## src/hw/rtl/psa_free_slot.sv

```systemverilog
// ----------------------------------------------------------------------------
// psa_free_slot
// Lowest free slot search: finds the lowest clear bitmap bit below the
// usable slot count of the page.
// ----------------------------------------------------------------------------
module psa_free_slot #(
  parameter int SLOTS = 64,
  parameter int CW    = 7,
  parameter int SIW   = 6
) (
  input  logic [SLOTS-1:0] bitmap,
  input  logic [CW-1:0]    spp,
  output logic             found,
  output logic [SIW-1:0]   slot
);

  logic [SLOTS-1:0] free_v;

  always_comb begin
    for (int i = 0; i < SLOTS; i++) begin
      free_v[i] = !bitmap[i] && (i < int'(spp));
    end
  end

  // Scan from the top so the lowest free slot wins.
  always_comb begin
    found = 1'b0;
    slot  = '0;
    for (int i = SLOTS - 1; i >= 0; i--) begin
      if (free_v[i]) begin
        found = 1'b1;
        slot  = SIW'(i);
      end
    end
  end

endmodule

```

## config.mk

```make
export PLATFORM = sky130hd
export DESIGN_NAME = psa_free_slot
export DESIGN_NICKNAME = d
export VERILOG_FILES = /design/src/hw/rtl/psa_free_slot.sv
export SDC_FILE = /design/constraint.sdc
export NUM_CORES = 1
export LEC_CHECK = 0
export ABC_AREA = 1
export BUFFER_PORTS_ARGS = -buffer_cell sky130_fd_sc_hd__buf_4
export CAP_MARGIN = 20
export CORE_MARGIN = 8
export CORE_UTILIZATION = 49
export DETAILED_ROUTE_END_ITERATION = 10
export GPL_TIMING_DRIVEN = 0
export PLACE_DENSITY = 0.91
export SETUP_SLACK_MARGIN = 0.05
export SKIP_LAST_GASP = 1
export SYNTH_ARGS = -nofsm -noshare
export SYNTH_HDL_FRONTEND = slang
export SYNTH_SLANG_ARGS = --single-unit
```

## constraint.sdc

```tcl
create_clock -name vclk -period 4.6
set_input_delay 0.46 -clock vclk [all_inputs]
set_output_delay 0.46 -clock vclk [all_outputs]
set_load 0.005 [all_outputs]
```

**Yosys cells after proc, flatten, opt, wreduce, memory -nomap -nowiden**

Cells that the tools add are included.

- Flip-flop bits (word level): 0
- Bits in latches: 0
- Memory bits (writable): 0
- ROM bits: 0
- Output and inout bits: 7
- Word-level logic and storage cells: 320
- Memories: 0

- $add $sub $neg: 0
- Multiply operators: 0
- Divide/modulo/power cells: 0
- Magnitude comparators: 64
- Equal/unequal tests: 0
- Shift operators: 0
- Multiplexer cells: 128
- Bitwise operators: 0
- Reduce and logical (&&, ||, !) cells: 128

Operator list:

| operator | count |
|---|---|
| 2-to-1 mux 6 bit | 64 |
| < comparator 6 x 7 -> 1 bit (first input constant) | 32 |
| < comparator 5 x 7 -> 1 bit (first input constant) | 16 |
| logical AND 1 bit | 64 |
| logical NOT 1 bit | 64 |
| 2-to-1 mux 1 bit | 64 |
| < comparator 4 x 7 -> 1 bit (first input constant) | 8 |
| < comparator 3 x 7 -> 1 bit (first input constant) | 4 |
| < comparator 1 x 7 -> 1 bit (first input constant) | 2 |
| < comparator 2 x 7 -> 1 bit (first input constant) | 2 |

**Longest topological paths before layout**

- Depth in word-level cells: 66
- Mapped depth: 68
- Gate-level depth less buffers: 67

**Least setup slack after synthesis**

No wires, ideal clock.

- Kind: input to output
- Start point: in spp[2]
- End point: out slot[0]
- Arrival: 3.761 ns
- Required time: 4.140 ns
- Slack: 0.379 ns
- Stages: 68
- Buffers on the path: 1
- Cells stage by stage: buf_4 -> nand2_2 -> inv_1 -> nand2_1 -> nand2_1 -> nand2_1 -> nand2_1 -> nand2_1 -> nand2_1 -> nand2_1 -> nand2_1 -> nand2_1 -> nand2_1 -> nand2_1 -> nand2_1 -> nand2_1 -> nand2_1 -> nand2_1 -> [32 not listed] -> nand2_1 -> nand2_1 -> nand2_1 -> nand2_1 -> nand2_1 -> nand2_1 -> nand2_1 -> nand2_1 -> nand2_1 -> nand2_1 -> nand2_1 -> nand2_1 -> nand2_1 -> nand2_1 -> nand2_1 -> nand2_1 -> nand2_1 -> a21oi_2

- Word-level cells in the longest chain between the ends: 66

Ends and longest elaborated chain:

| element | RTL line | RTL |
|---|---|---|
| start: declaration | 12 | `input logic [CW-1:0] spp,` |
| < comparator 6 x 7 -> 1 bit | 21 | `free_v[i] = !bitmap[i] && (i < int'(spp));` |
| logical AND 1 bit | 21 |  |
| 2-to-1 mux 6 bit (63 in a row) | 30 | `if (free_v[i]) begin` |
| 2-to-1 mux 6 bit (*) | 30 |  |
| end: declaration | 14 | `output logic [SIW-1:0] slot` |

Every way passes the cells marked *; elsewhere a longest branch is shown, timed or not.

**Final worst setup path**

- Start point: in spp[6]
- End point: out slot[0]

Same word-level chain as after synthesis.

==> reports/qor.yml <==
status: "complete, but fails checks"
violations: "setup timing"
startpoint_type: "input pin"
ant_nets: 0
ys.warnings.count: 0
hold_viol: 0
cpMostUsedCell: "nand2_1"
crit_path_top_delay_cell: "o21ai_2"
cts_hold_buf: 0
dpl-instance-area_um2: 2220
routabilityCongestion: 0.949
min_to: "slot[0]"
grt_setup_unrepaired: "yes"
synth_fp_nets: 431
worstPathArrival_ps: 4380
start_util: 0.516
fmax_mhz: 207
clkbuf_count: 0
num_vias: 2644
multi_input_area_um2: 1400
layout_setup_ws_ps: -236
max-slew-margin-rel: 0.580
place_ws_ps: -620
die_width_um: 72.9
period_share: 1.05
row_count: 20
seq_cells: 0
synth.distinct_cells: 26
post-route-min-period_ps: 4840
final_core_util: 0.796
worst_pin_slew_ps: 628
cp_max_fo: 5
slowest_delay_ps: 160
die_h_um: 72.9
ir_drop_mv: 0.0611
mostFrequentLayoutCells: "nand2_1 (99), buf_4 (89), nor2_1 (78)"
final_cell_area_um2: 2450
ff_latch_area_um2: 0
min_path_type: "input pin to output port"
wirelength_um: 6660
diodes: 0
crit_type: "input pin to output port"
wl_per_cell_um: 13.4
final_common_cell: "nand2_1"
final_nets: 524
required_ps: 4140
n_fill_cell: 261
end_kind: "output port"
port_buffers: 77
path_delay_family: "simple AND/OR/NAND/NOR gates"
hpwl_um: 5210
syn_avg_cell_area_um2: 4.41
die-area_um2: 5320
track_usage: 0.245
ys_seq_area_frac: 0
tns_ps: -236
worstHoldStart: "bitmap[0]"
routed_via_density: 5.34
core_area_um2: 3080
drtPass1Iterations: 5
p_per_area_nw_per_um2: 95.0
grt_pass1_vias: 2561
drive_above_1_share: 0.273
holdPathStages: 4
slew_violations: 0
postSynthCellCount: 360
cp_num_buf_inv: 4
ios: 78
antenna_found_initial: 0
grt-ovfl-total: 0
leakage_nw: 1.39
grt_max_degree: 11
drt_iter0_markers: 183
drc_errors: 0
maxCapViolCount: 0
syn_area_um2: 1590
finalSetupViolations: 1
grt_pass1_wl_um: 10800
area_delta_synth_final_pct: 54.2
## area by class of cell
class                           instances  area share
Timing Repair Buffer                   91       0.286
Multi-Input combinational cell        290       0.572
Buffer                                  2     0.00971
Inverter                               68       0.110
Tap cell                               44      0.0225
## Yosys cell counts
master / n / area (um^2)
a211o_1: 6 / 52.6
a211oi_1: 1 / 7.51
a21boi_0: 1 / 7.51
a21oi_1: 15 / 75.1
a21oi_2: 1 / 8.76
a311oi_1: 1 / 8.76
a31oi_1: 3 / 18.8
buf_4: 1 / 7.51
clkbuf_1: 1 / 3.75
inv_1: 60 / 225
inv_2: 8 / 30.0
nand2_1: 102 / 383
nand2_2: 3 / 18.8
nand2_4: 2 / 22.5
nand3_1: 9 / 45.0
nand4_1: 2 / 12.5
nor2_1: 80 / 300
nor2_2: 2 / 12.5
nor2_4: 2 / 22.5
nor3_1: 20 / 100
o211ai_1: 1 / 7.51
o21a_1: 1 / 7.51
o21ai_0: 27 / 135
o21ai_1: 2 / 10.0
o21bai_1: 7 / 52.6
or2_2: 2 / 12.5
## metrics by stage
stage	std cells	hold WS [ps]	total power [mW]
after floorplan	360	1060	0.125
after detailed placement	481	1250	0.204
final	495	1250	0.233
after global routing	495	1280	0.257
after CTS	493	1260	0.225
after global placement	481	1250	0.200
## layer usage
metal	up-vias	wire, um	GRT usage
met5	-	0	0
met4	0	126	0.0644
met3	14	672	0.0453
met2	145	3150	0.435
met1	1170	2700	0.290
li1	1315	-	-
## how the worst max path moves through the flow
stage	start	end	slack (ps)	depth (start not counted)
CTS	spp[6]	slot[0]	-160	69
global placement	spp[2]	slot[0]	-560	63
detailed placement	spp[2]	slot[0]	-620	63
global route	spp[6]	slot[0]	-960	67
floorplan	spp[2]	slot[0]	380	68
finish	spp[6]	slot[0]	-240	67
## power breakdown
part / switching [mW] / internal [mW]
combinational: 0.128 / 0.105
sequential: 0 / 0
clock: 0 / 0
total: 0.128 / 0.105
## what timing repair did
action | in CTS | in global routing
pin swaps | 9 | 3
gates resized for setup | 30 | 3
endpoints found under the setup margin | 1 | 1
buffers inserted | 12 | 2
## kinds of logic (layout without fill, tap and decap cells)
kind of cell	after synthesis	in the layout	share of synthesized area
compound gates	66	66	0.247
buf+inv	70	161	0.168
simple gates	224	224	0.585
Power figures use the tool's default switching activity.
